--- config.mk ---
export PLATFORM = sky130hd
export DESIGN_NAME = ledc_build
export DESIGN_NICKNAME = d
export VERILOG_FILES = /design/src/hw/rtl/ledc_pkg.sv /design/src/hw/rtl/ledc_build.sv
export SDC_FILE = /design/constraint.sdc
export NUM_CORES = 1
export LEC_CHECK = 0
export ABC_AREA = 1
export BUFFER_PORTS_ARGS = -buffer_cell sky130_fd_sc_hd__clkbuf_2
export CAP_MARGIN = 20
export CORE_MARGIN = 1.5
export CORE_UTILIZATION = 50
export CTS_CLUSTER_DIAMETER = 150
export DETAILED_ROUTE_END_ITERATION = 12
export GPL_ROUTABILITY_DRIVEN = 0
export PLACE_DENSITY_LB_ADDON = 0.15
export SLEW_MARGIN = 30
export SYNTH_ARGS = -nofsm -noshare
export SYNTH_HDL_FRONTEND = slang
export SYNTH_SLANG_ARGS = --single-unit
--- constraint.sdc ---
create_clock -name clk -period 8.1 [get_ports clk]
set_input_delay 1.62 -clock clk [delete_from_list [all_inputs] [get_ports clk]]
set_output_delay 1.62 -clock clk [all_outputs]
set_load 0.02 [all_outputs]
--- src/hw/rtl/ledc_pkg.sv ---
// Shared types and constants of the ternary LED code generator.
// Used by ledc_build, ledc_store, the top level, the checker and the testbench; depends on nothing.
package ledc_pkg;

  localparam int LED_W    = 11;
  localparam int DIGITS_W = 24;
  localparam int VALUE_W  = 20;
  localparam int INDEX_W  = 10;
  localparam int RND_W    = 12;
  localparam int DCNT_W   = 4;
  localparam int LIM_W    = 13;

  localparam logic [LED_W-1:0]  LED_COUNT_RST  = 11'd150;
  localparam logic [LED_W-1:0]  TIER_SHORT_MAX = 11'd150;
  localparam logic [LED_W-1:0]  TIER_MID_MAX   = 11'd850;
  localparam logic [DCNT_W-1:0] DIGITS_SHORT   = 4'd8;
  localparam logic [DCNT_W-1:0] DIGITS_MID     = 4'd10;
  localparam logic [DCNT_W-1:0] DIGITS_LONG    = 4'd12;

  localparam logic MODE_RESTART = 1'b0;
  localparam logic MODE_ATTEMPT = 1'b1;

  typedef enum logic [1:0] {
    ST_IDLE,
    ST_BUILD,
    ST_SCAN,
    ST_RESULT
  } state_t;

  typedef struct packed {
    logic                done;
    logic [DIGITS_W-1:0] digits;
    logic [VALUE_W-1:0]  value;
  } build_res_t;

  typedef struct packed {
    logic done;
    logic match;
  } scan_res_t;

endpackage

--- src/hw/rtl/ledc_build.sv ---
// Digit-serial candidate builder: one ternary digit and one base-3 step per cycle.
// Depends on ledc_pkg.
module ledc_build (
  input  logic                          clk,
  input  logic                          rst_n,
  input  logic                          start,
  input  logic                          restart,
  input  logic [ledc_pkg::DCNT_W-1:0]   ndig,
  input  logic [ledc_pkg::DIGITS_W-1:0] last_digits,
  input  logic [ledc_pkg::RND_W-1:0]    rnd,
  output ledc_pkg::build_res_t          res
);

  logic                          busy_r;
  logic                          done_r;
  logic                          restart_r;
  logic [ledc_pkg::DCNT_W-1:0]   k_r;
  logic [ledc_pkg::DCNT_W-1:0]   ndig_r;
  logic [1:0]                    mod3_r;
  logic [1:0]                    prev_r;
  logic [ledc_pkg::DIGITS_W-1:0] last_r;
  logic [ledc_pkg::RND_W-1:0]    rnd_r;
  logic [ledc_pkg::DIGITS_W-1:0] digits_r;
  logic [ledc_pkg::VALUE_W-1:0]  value_r;

  logic [1:0]                    up;
  logic [1:0]                    other;
  logic [1:0]                    d;
  logic [ledc_pkg::DIGITS_W-1:0] digits_nxt;
  logic [ledc_pkg::VALUE_W-1:0]  value_nxt;

  // value different from a and b; with a == b the bit picks lower or higher
  function automatic logic [1:0] pick_digit(input logic [1:0] a, input logic [1:0] b,
                                            input logic bit_sel);
    logic [1:0] lo;
    logic [1:0] hi;
    lo = (a == 2'd0) ? 2'd1 : 2'd0;
    hi = (a == 2'd2) ? 2'd1 : 2'd2;
    if (a != b) begin
      return 2'd3 - a - b;
    end
    return bit_sel ? hi : lo;
  endfunction

  always_comb begin
    up         = 2'(last_r >> {k_r, 1'b0});
    other      = (k_r == '0) ? up : prev_r;
    d          = restart_r ? mod3_r : pick_digit(up, other, rnd_r[k_r]);
    digits_nxt = digits_r | (ledc_pkg::DIGITS_W'(d) << {k_r, 1'b0});
    value_nxt  = (value_r << 1) + value_r + ledc_pkg::VALUE_W'(d);
  end

  always_ff @(posedge clk) begin
    if (!rst_n) begin
      busy_r <= 1'b0;
      done_r <= 1'b0;
    end else begin
      done_r <= 1'b0;
      if (start) begin
        busy_r <= 1'b1;
      end else if (busy_r && (k_r == ndig_r - 4'd1)) begin
        busy_r <= 1'b0;
        done_r <= 1'b1;
      end
    end
  end

  always_ff @(posedge clk) begin
    if (start) begin
      restart_r <= restart;
      ndig_r    <= ndig;
      last_r    <= last_digits;
      rnd_r     <= rnd;
      k_r       <= '0;
      mod3_r    <= 2'd0;
      prev_r    <= 2'd0;
      digits_r  <= '0;
      value_r   <= '0;
    end else if (busy_r) begin
      k_r      <= k_r + 4'd1;
      mod3_r   <= (mod3_r == 2'd2) ? 2'd0 : mod3_r + 2'd1;
      prev_r   <= d;
      digits_r <= digits_nxt;
      value_r  <= value_nxt;
    end
  end

  assign res.done   = done_r;
  assign res.digits = digits_r;
  assign res.value  = value_r;

endmodule

### Word level (Yosys, flattened, before mapping)

Index checks and enable logic that the tools add are counted.

| storage, ports and cells | value |
|---|---|
| output and inout bits | 45 |
| word-level logic and storage cells | 46 |
| flip-flop bits (word level) | 95 |
| input port bits | 44 |

| cells by class | value |
|---|---|
| magnitude comparators | 1 |
| equal/unequal tests | 4 |
| multiplexer cells | 14 |
| bitwise logic cells | 2 |
| add/subtract/negate cells | 7 |
| shift operators | 2 |
| reduce and logical (&&, ||, !) cells | 5 |

Operators by type and width:

| cell | count |
|---|---|
| 24-bit bitwise OR | 1 |
| 2-bit by 5-bit << shifter with 24-bit output | 1 |
| 24-bit by 5-bit right shift with 2-bit output | 1 |
| 20-bit by 2-bit adder with 20-bit output | 1 |
| 20-bit adder | 1 |
| 2-bit 2-to-1 mux | 7 |
| 1-bit 2-to-1 mux | 6 |
| 4-bit by 5-bit < comparator with 1-bit output (second input constant) | 1 |
| 4-bit by 1-bit adder with 4-bit output (second input constant) | 1 |
| 1-bit binary-select mux with 4-bit select | 1 |
| 2-bit equality test (second input constant) | 2 |
| 4-bit equality test | 1 |
| 4-bit zero test | 1 |
| 4-bit by 1-bit subtractor with 4-bit output (second input constant) | 1 |
| 2-bit by 1-bit adder with 2-bit output (second input constant) | 1 |
| 2-bit zero test | 1 |
| 2-bit != test | 1 |
| 2-bit nonzero test | 1 |
| 2-bit OR reduction | 1 |
| 2-bit subtractor | 1 |
| 2-bit subtractor (first input constant) | 1 |
| 1-bit logical AND | 1 |
| 1-bit NOT | 1 |

### Logic depth before layout (Yosys ltp)

Gate-level depths: netlist (run 1).

| depth | value |
|---|---|
| depth in word-level cells | 8 |
| depth in mapped cells | 31 |

### Worst setup path after synthesis (run 1)

Ideal clock, no wire load.

| path | value |
|---|---|
| path type | flip-flop to flip-flop |
| from | register k_r[1] in the netlist's numbering |
| to | register value_r[15] in the netlist's numbering |
| buffers on the path | 1 |
| cell stages (with the launch flop) | 27 |
| data required time | 7984 ps |
| period minus slack after synthesis | 4243 ps |
| arrival | 4127 ps |
| setup slack | 3857 ps |
| library setup time | 116 ps |
| path through | dfxtp_1 > inv_1 > buf_1 > ha_1 > nand2_1 > nor2_1 > o21ai_0 > ha_1 > inv_1 > nand2_1 > a21oi_1 > nand2_2 > nand3_2 > nand2_1 > fa_1 > inv_1 > ha_1 > inv_1 > fa_1 > inv_1 > a21oi_1 > o21ai_0 > a21boi_0 > xor2_1 > nand2_1 > o211ai_1 > inv_1 |

| between the ends | value |
|---|---|
| longest elaborated chain between the ends | 7 |
| elaborated cells on any way between the ends | 18 |
| classes of those cells | add/sub (3); eq/ne (2); shift (1); mux (10); reduce/logical (2) |

Ends and longest elaborated chain:

| what | line | RTL |
|---|---|---|
| start: declaration | ledc_build.sv:17 | `logic [ledc_pkg::DCNT_W-1:0] k_r;` |
| start signal: assignment | ledc_build.sv:80 | `k_r <= k_r + 4'd1;` |
| 24-bit by 5-bit right shift with 2-bit output or 4-bit zero test (tied branches) | ledc_build.sv:46, ledc_build.sv:47 |  |
| 2-bit subtractor (tied with other cells) (2 in a row) | ledc_build.sv:40 | `return 2'd3 - a - b;` |
| 2-bit 2-to-1 mux (tied with other cells) | ledc_build.sv:39 | `if (a != b) begin` |
| 2-bit 2-to-1 mux * | ledc_build.sv:42 | `return bit_sel ? hi : lo;` |
| 2-bit 2-to-1 mux * | ledc_build.sv:48 | `d = restart_r ? mod3_r : pick_digit(up, other, rnd_r[k_r]);` |
| 20-bit by 2-bit adder with 20-bit output * | ledc_build.sv:50 | `value_nxt = (value_r << 1) + value_r + ledc_pkg::VALUE_W'(d);` |
| end signal: assignment | ledc_build.sv:84 | `value_r <= value_nxt;` |
| end: declaration | ledc_build.sv:24 | `logic [ledc_pkg::VALUE_W-1:0] value_r;` |

Mark *: on every way between the ends. The rest lies on a longest branch, timed or not. The select of a mux whose other input is x is not followed.
A chain may end at the register's enable or synchronous reset.

### Final worst setup path (run 1)

Same ends and word-level chain as after synthesis.

==> results of run 1 <==
## cell type report
| class | count | area (um^2) | area share, % |
|---|---|---|---|
| flip-flops and latches | 95 | 2310 | 40.1 |
| repair buffers | 90 | 455 | 7.90 |
| multi-input cells | 396 | 2340 | 40.6 |
| well taps | 133 | 166 | 2.89 |
| inverters | 83 | 317 | 5.49 |
| clock inverters | 6 | 42.5 | 0.738 |
| clock buffers | 10 | 128 | 2.21 |
## state kept, by name, indices dropped and copies added, names as in the netlist, 2 cells and up
| signal | flops |
|---|---|
| value_r | 20 |
| mod3_r | 2 |
| last_r | 24 |
| digits_r | 24 |
| rnd_r | 12 |
| k_r | 4 |
| ndig_r | 4 |
| prev_r | 2 |
## cell families after synthesis
logic type,after synthesis
AOI/OAI and AO/OA,108
DFF,95
xor gates and xnor gates,21
buffers and inverters,106
adders and majority gates,42
and+or+nand+nor,225
## worst min path at each step
| stage | slack, ps | from | end | cells past startpoint |
|---|---|---|---|---|
| global placement | 440 | digits_r[23]$_SDFFE_PP0P_ | digits_r[23]$_SDFFE_PP0P_ | 2 |
| global route | 480 | digits_r[19]$_SDFFE_PP0P_ | digits_r[19]$_SDFFE_PP0P_ | 2 |
| CTS | 450 | digits_r[23]$_SDFFE_PP0P_ | digits_r[23]$_SDFFE_PP0P_ | 2 |
| detailed placement | 440 | digits_r[23]$_SDFFE_PP0P_ | digits_r[23]$_SDFFE_PP0P_ | 2 |
| finish | 450 | digits_r[17]$_SDFFE_PP0P_ | digits_r[17]$_SDFFE_PP0P_ | 2 |
| floorplan | 450 | mod3_r[1]$_SDFFE_PP0P_ | mod3_r[1]$_SDFFE_PP0P_ | 2 |
## through the flow
step                      utilization [%]  worst slack, ps
after floorplan                         -             3860
after global placement               56.7             3200
after global routing                 58.4             2420
after CTS                            58.4             2930
final                                58.4             2900
after detailed placement             56.7             2940
## power breakdown
part / leakage [nW] / switching [mW] / internal, mW / total (mW)
logic: 1.84 / 0.151 / 0.0905 / 0.242
registers: 0.842 / 0.0256 / 0.532 / 0.558
clock network: 0.0851 / 0.171 / 0.114 / 0.285
total: 2.77 / 0.348 / 0.736 / 1.08
## synthesized netlist by cell type
cell type / number / area, um^2
a21boi_0: 1 / 7.51
a21o_1: 2 / 15.0
a21oi_1: 47 / 235
a31oi_1: 3 / 18.8
a41oi_1: 1 / 8.76
buf_1: 1 / 3.75
buf_12: 1 / 20.0
buf_4: 7 / 52.6
buf_6: 1 / 11.3
buf_8: 1 / 15.0
clkbuf_1: 12 / 45.0
dfxtp_1: 54 / 1080
edfxtp_1: 41 / 1230
fa_1: 2 / 40.0
ha_1: 40 / 500
inv_1: 81 / 304
inv_2: 1 / 3.75
inv_6: 1 / 8.76
nand2_1: 74 / 278
nand2_2: 9 / 56.3
nand3_1: 35 / 175
nand3_2: 3 / 30.0
nand4_1: 6 / 37.5
nand4_2: 4 / 50.1
nor2_1: 78 / 293
nor2_2: 5 / 31.3
nor3_1: 5 / 25.0
nor3b_1: 2 / 15.0
nor4_1: 2 / 12.5
o211ai_1: 6 / 45.0
o211ai_2: 1 / 12.5
o21ai_0: 33 / 165
o21ai_1: 9 / 45.0
o21ai_2: 1 / 8.76
o21ai_4: 1 / 16.3
o21bai_1: 1 / 7.51
o31ai_1: 2 / 15.0
or2_2: 2 / 12.5
xnor2_1: 10 / 87.6
xor2_1: 11 / 96.3
## per-layer routing
metal	track usage (%)	up-vias	share of wire [%]
li1	-	2126	-
met1	27.1	1879	49
met2	31.2	101	45
met3	3.26	8	5.1
met4	7.94	0	1.1
met5	0	-	0
## critical path, stage by stage, from the launching register on
cell and delay (ps):
dfxtp_1 840, inv_1 490, ha_1 330, nand2_1 60, nor2_1 90, o21ai_0 230, ha_1 290, inv_1 90
nand2_1 50, a21oi_1 150, nand2_2 80, nand3_2 90, nand2_1 80, fa_1 430, inv_1 60, ha_1 180
inv_1 70, fa_1 420, inv_1 130, a21oi_1 100, o21ai_0 290, a21boi_0 180, xor2_1 160, nand2_1 60
o211ai_1 80, inv_1 50
==> results_dict.tcl, run 1 <==
set metrics [dict create \
    dpl.hpwl_um 7710 \
    row_count 36 \
    antenna_found_initial 0 \
    grtUsageTotal_pct 19.8 \
    grt_max_degree 48 \
    hp-class "reg2reg" \
    crit_type "reg2reg" \
    status "finished clean" \
    synthSimpleGateAreaFrac_pct 19.9 \
    cts_root_buf "clkbuf_8" \
    fin_skew_ps 8.85 \
    postRouteAntennaNets 0 \
    core_area_um2 9860 \
    clock_sinks 95 \
    cp-start-kind "register" \
    antenna_cells 0 \
    finalHoldViolCount 0 \
    drtIter0Drc 144 \
    synth-adder-area-share_pct 10.6 \
    r2r_setup_slack_ps 2900 \
    slew_violations 0 \
    yosysWarnings 0 \
    cap_violations 0 \
    cts_tree "yes" \
    layout.cells.non_filler 813 \
    ys_ff_latch 95 \
    post_route_cells_drive_above_1_share_pct 19.6 \
    syn_avg_cell_area_um2 8.57 \
    post-cts-setup-buffers 0 \
    routed_wl_um 10400 \
    drc_errors 0 \
    synth_xor_area_share_pct 3.59 \
    port_buffers 88 \
    period_needed_ps 5200 \
    syn_nets 683 \
    cts.repair.resized 0 \
    pwr_density_cell_nw_per_um2 188 \
    critPathCaptureType "register" \
    die_x_um 104 \
    syn_area_um2 5120 \
    synth_mux_area_share_pct 0 \
    arrival_ps 5470 \
    slew_headroom_pct 46.1 \
    vias 4114 \
    worst_hold_slack_ps 454 \
    power_mw 1.08 \
    start_util_pct 51.9 \
    grt_overflow 0 \
    synth_compound_area_share_pct 11.7 \
    crit_required_ps 8370 \
    placed_cell_area_um2 5590 \
    cts_inserted_buffers 9 \
    finalCritPeriodShare_pct 64.2 \
    worst_pin_slew_ps 808 \
    avgViaCountPerCell 5.06 \
    ctsHoldBuffers 0 \
    design_area_um2 5760 \
    die_h_um 104 \
    dieArea_um2 10900 \
    rr_startpoint "k_r[1]$_SDFFE_PP0P_" \
    io_pins 89 \
    htreeDepth 3 \
    mostFrequentLayoutCell "clkbuf_2" \
    grt_pass1_wl_um 17500 \
    yosys.cell_types.count 40 \
    clockBufferDepth 2 \
    r2r_cells 25 \
    cp_max_fo 21 \
    clk_pin_slew_worst_paths_ps 100 \
    clk-insertion-delay-late_ps 370 \
    reg2reg_to "value_r[15]$_SDFFE_PP0P_" \
    final_cell_mix "87 x clkbuf_2, 81 x inv_1, 78 x nor2_1, 74 x nand2_1, 53 x dfxtp_1" \
    vdd_drop_max_mv 0.115 \
    synth_cells 597 \
    wl_per_cell_um 12.8 \
    syn_to_final_growth_pct 12.6 \
    rsz0062_at_grt "no" \
    nNetsFinal 761 \
    drt_first_pass_iters 4 \
    p_leak_nw 2.77 \
    place_inst 797 \
    fillCellCount 917 \
    startpoint "k_r[1]$_SDFFE_PP0P_" \
    tns_ps 0 \
    setup_viol 0 \
    crit_path_end "value_r[15]$_SDFFE_PP0P_" \
    ys_seq_area_share_pct 45.2 \
    grt_pass1_vias 3839 \
    synth_top_family_by_area "simple AND/OR/NAND/NOR gates" \
    max_freq_ghz 0.192 \
]
Power figures use the tool's default switching activity.
==> run 2: changes to the inputs <==
==> constraint.sdc (replaced) <==
create_clock -name clk -period 4.3 [get_ports clk]
set_input_delay 0.86 -clock clk [delete_from_list [all_inputs] [get_ports clk]]
set_output_delay 0.86 -clock clk [all_outputs]
set_load 0.02 [all_outputs]
==> run 2 against run 1 <==
Non-clock buffer count up 13. Largest power group unchanged. Critical path depth up 3. Global-route usage up 0.27 points. Hold slack better by 4.0 ps. Fmax up 31%. Largest cell class unchanged. Worst setup slack worse by 2600 ps. First-iteration DRC count up 22%. Critical endpoint unchanged.
==> results_dict.tcl, run 2 (synthesis results as in run 1) <==
set metrics [dict create \
    p_leak_nw 2.86 \
    cap_violations 0 \
    seqPwrFrac_pct 48.9 \
    post-cts-setup-buffers 0 \
    wl_per_cell_um 12.6 \
    crit_type "reg2reg" \
    cts_root_buf "clkbuf_8" \
    hold_path_depth 2 \
    row_count 36 \
    critPathCaptureType "register" \
    period_needed_ps 3970 \
    grt_overflow 0 \
    reg_top3 "digits_r x24, last_r x24, value_r x20" \
    die_x_um 104 \
    dieArea_um2 10900 \
    grt_max_degree 38 \
    port_buffers 88 \
    critical-path-slowest-cell "fa_1" \
    grtUsageTotal_pct 20.0 \
    start_util_pct 51.9 \
    setup_viol 0 \
    htreeDepth 3 \
    hold_path_startpoint "digits_r[7]$_SDFFE_PP0P_" \
    place_inst 810 \
    postRouteAntennaNets 0 \
    layout.cells.non_filler 826 \
    slew_headroom_pct 48.6 \
    cts_inserted_buffers 9 \
    multi_input_area_um2 2360 \
    p_int_mw 1.47 \
    r2r_cells 28 \
    p_sw_share_pct 30.9 \
    ctsHoldBuffers 0 \
    vias 4177 \
    mostFrequentLayoutCell "clkbuf_2" \
    syn_to_final_growth_pct 15.8 \
    seqCellArea_um2 2320 \
    io_pins 89 \
    wl_met2_um 4760 \
    cp-start-kind "register" \
    clk_pin_slew_worst_paths_ps 100 \
    post_route_cells_drive_above_1_share_pct 22.2 \
    max_stage_delay_ps 480 \
    topRoutingLayerUsed "met4" \
    fin_skew_ps 14.1 \
    routed_wl_um 10400 \
    met1Wirelength_um 5070 \
    drt_first_pass_iters 4 \
    die_h_um 104 \
    arrival_ps 4230 \
    r2r_setup_slack_ps 330 \
    clk-insertion-delay-late_ps 360 \
    finalHoldViolCount 0 \
    p_clk_share_pct 28.3 \
    status "finished clean" \
    clock_sinks 95 \
    p_sw_mw 0.659 \
    reg2reg_to "value_r[15]$_SDFFE_PP0P_" \
    hold_path_end "digits_r[7]$_SDFFE_PP0P_" \
    cp_common_cell "nand2_1" \
    slew_violations 0 \
    combinationalPowerShare_pct 22.9 \
    drc_errors 0 \
    vdd_drop_max_mv 0.243 \
    final_cell_mix "87 x clkbuf_2, 80 x inv_1, 78 x nor2_1, 74 x nand2_1, 52 x dfxtp_1" \
    antenna_cells 0 \
    nNetsFinal 774 \
    cp_max_fo 17 \
    dpl.hpwl_um 7850 \
    power_mw 2.13 \
    cts_tree "yes" \
    worst_pin_slew_ps 770 \
    worst_hold_slack_ps 458 \
    clockBufferDepth 2 \
    fillCellCount 889 \
    hp-class "reg2reg" \
    max_freq_ghz 0.252 \
    pwr_density_cell_nw_per_um2 360 \
    crit_required_ps 4560 \
    grt_pass1_wl_um 17900 \
    finalCritPeriodShare_pct 92.4 \
    drtIter0Drc 176 \
    core_area_um2 9860 \
    rr_startpoint "k_r[0]$_SDFFE_PP0P_" \
    antenna_found_initial 0 \
    tns_ps 0 \
    avgViaCountPerCell 5.06 \
    wl_met3_um 498 \
    grt_pass1_vias 3953 \
]
[run 2: cell types whose count changed in the layout (fill, tap and decap cells not counted), sizes merged]
cell,change
clkinvlp,-1
clkbuf,+2
inv,-1
buf,+13
[run 2: worst max-delay path by stage]
stage / startpoint / endpoint / slack (ps) / cells past startpoint
2_1_floorplan: k_r[1]$_SDFFE_PP0P_ / value_r[15]$_SDFFE_PP0P_ / 60 / 26
6_report: k_r[0]$_SDFFE_PP0P_ / value_r[15]$_SDFFE_PP0P_ / 330 / 28
4_1_cts: k_r[0]$_SDFFE_PP0P_ / value_r[15]$_SDFFE_PP0P_ / 20 / 28
3_3_place_gp: k_r[0]$_SDFFE_PP0P_ / value_r[15]$_SDFFE_PP0P_ / 110 / 29
3_5_place_dp: k_r[0]$_SDFFE_PP0P_ / value_r[15]$_SDFFE_PP0P_ / -90 / 28
5_1_grt: k_r[0]$_SDFFE_PP0P_ / value_r[15]$_SDFFE_PP0P_ / -1 / 28
[run 2: area by class of cell]
type                       instances  area share, %
clock buffer                      12           3.00
clock inverter                     4          0.528
inverter                          83           5.39
multi-input combinational        396           39.8
sequential                        95           39.1
tap                              133           2.81
timing repair buffer             103           9.33
[run 2: power groups by stage]
stage,Clock [mW],Sequential [mW],Combinational [mW]
floorplan,0,1.08,0.335
finish,0.603,1.04,0.487
detailed placement,0,1.06,0.480
global placement,0,1.06,0.472
global route,0.666,1.05,0.553
CTS,0.617,1.04,0.485
[run 2: per-stage QoR]
stage               utilization [%]  setup WS [ps]  cell area, um^2
global placement               57.7            111             5690
finish                         60.1            326             5920
global route                   60.1          -1.14             5920
CTS                            59.8           23.7             5900
detailed placement             57.7          -88.2             5690
floorplan                         -           57.1             5120
[run 2: timing repair]
action / in CTS / in global routing
pin swaps: 0 / 0
endpoints found under the setup margin: 2 / 6
gates resized for setup: 2 / 11
cloned: 0 / 0
[run 2: worst max-delay path: cells and delay by family, from the launching register on]
kind | cells | cell delay [ps]
AND/OR/NAND/NOR | 11 | 910
adder cells (fa/ha/maj) | 4 | 1220
flip-flops | 1 | 400
buffers and inverters | 6 | 450
AO/OA/AOI/OAI | 6 | 730
XOR/XNOR | 1 | 160
[run 2: metal layers]
layer	vias up	track usage [%]
met5	-	0
met4	0	5.85
met3	11	3.57
met2	107	32.5
met1	1896	27.4
li1	2163	-
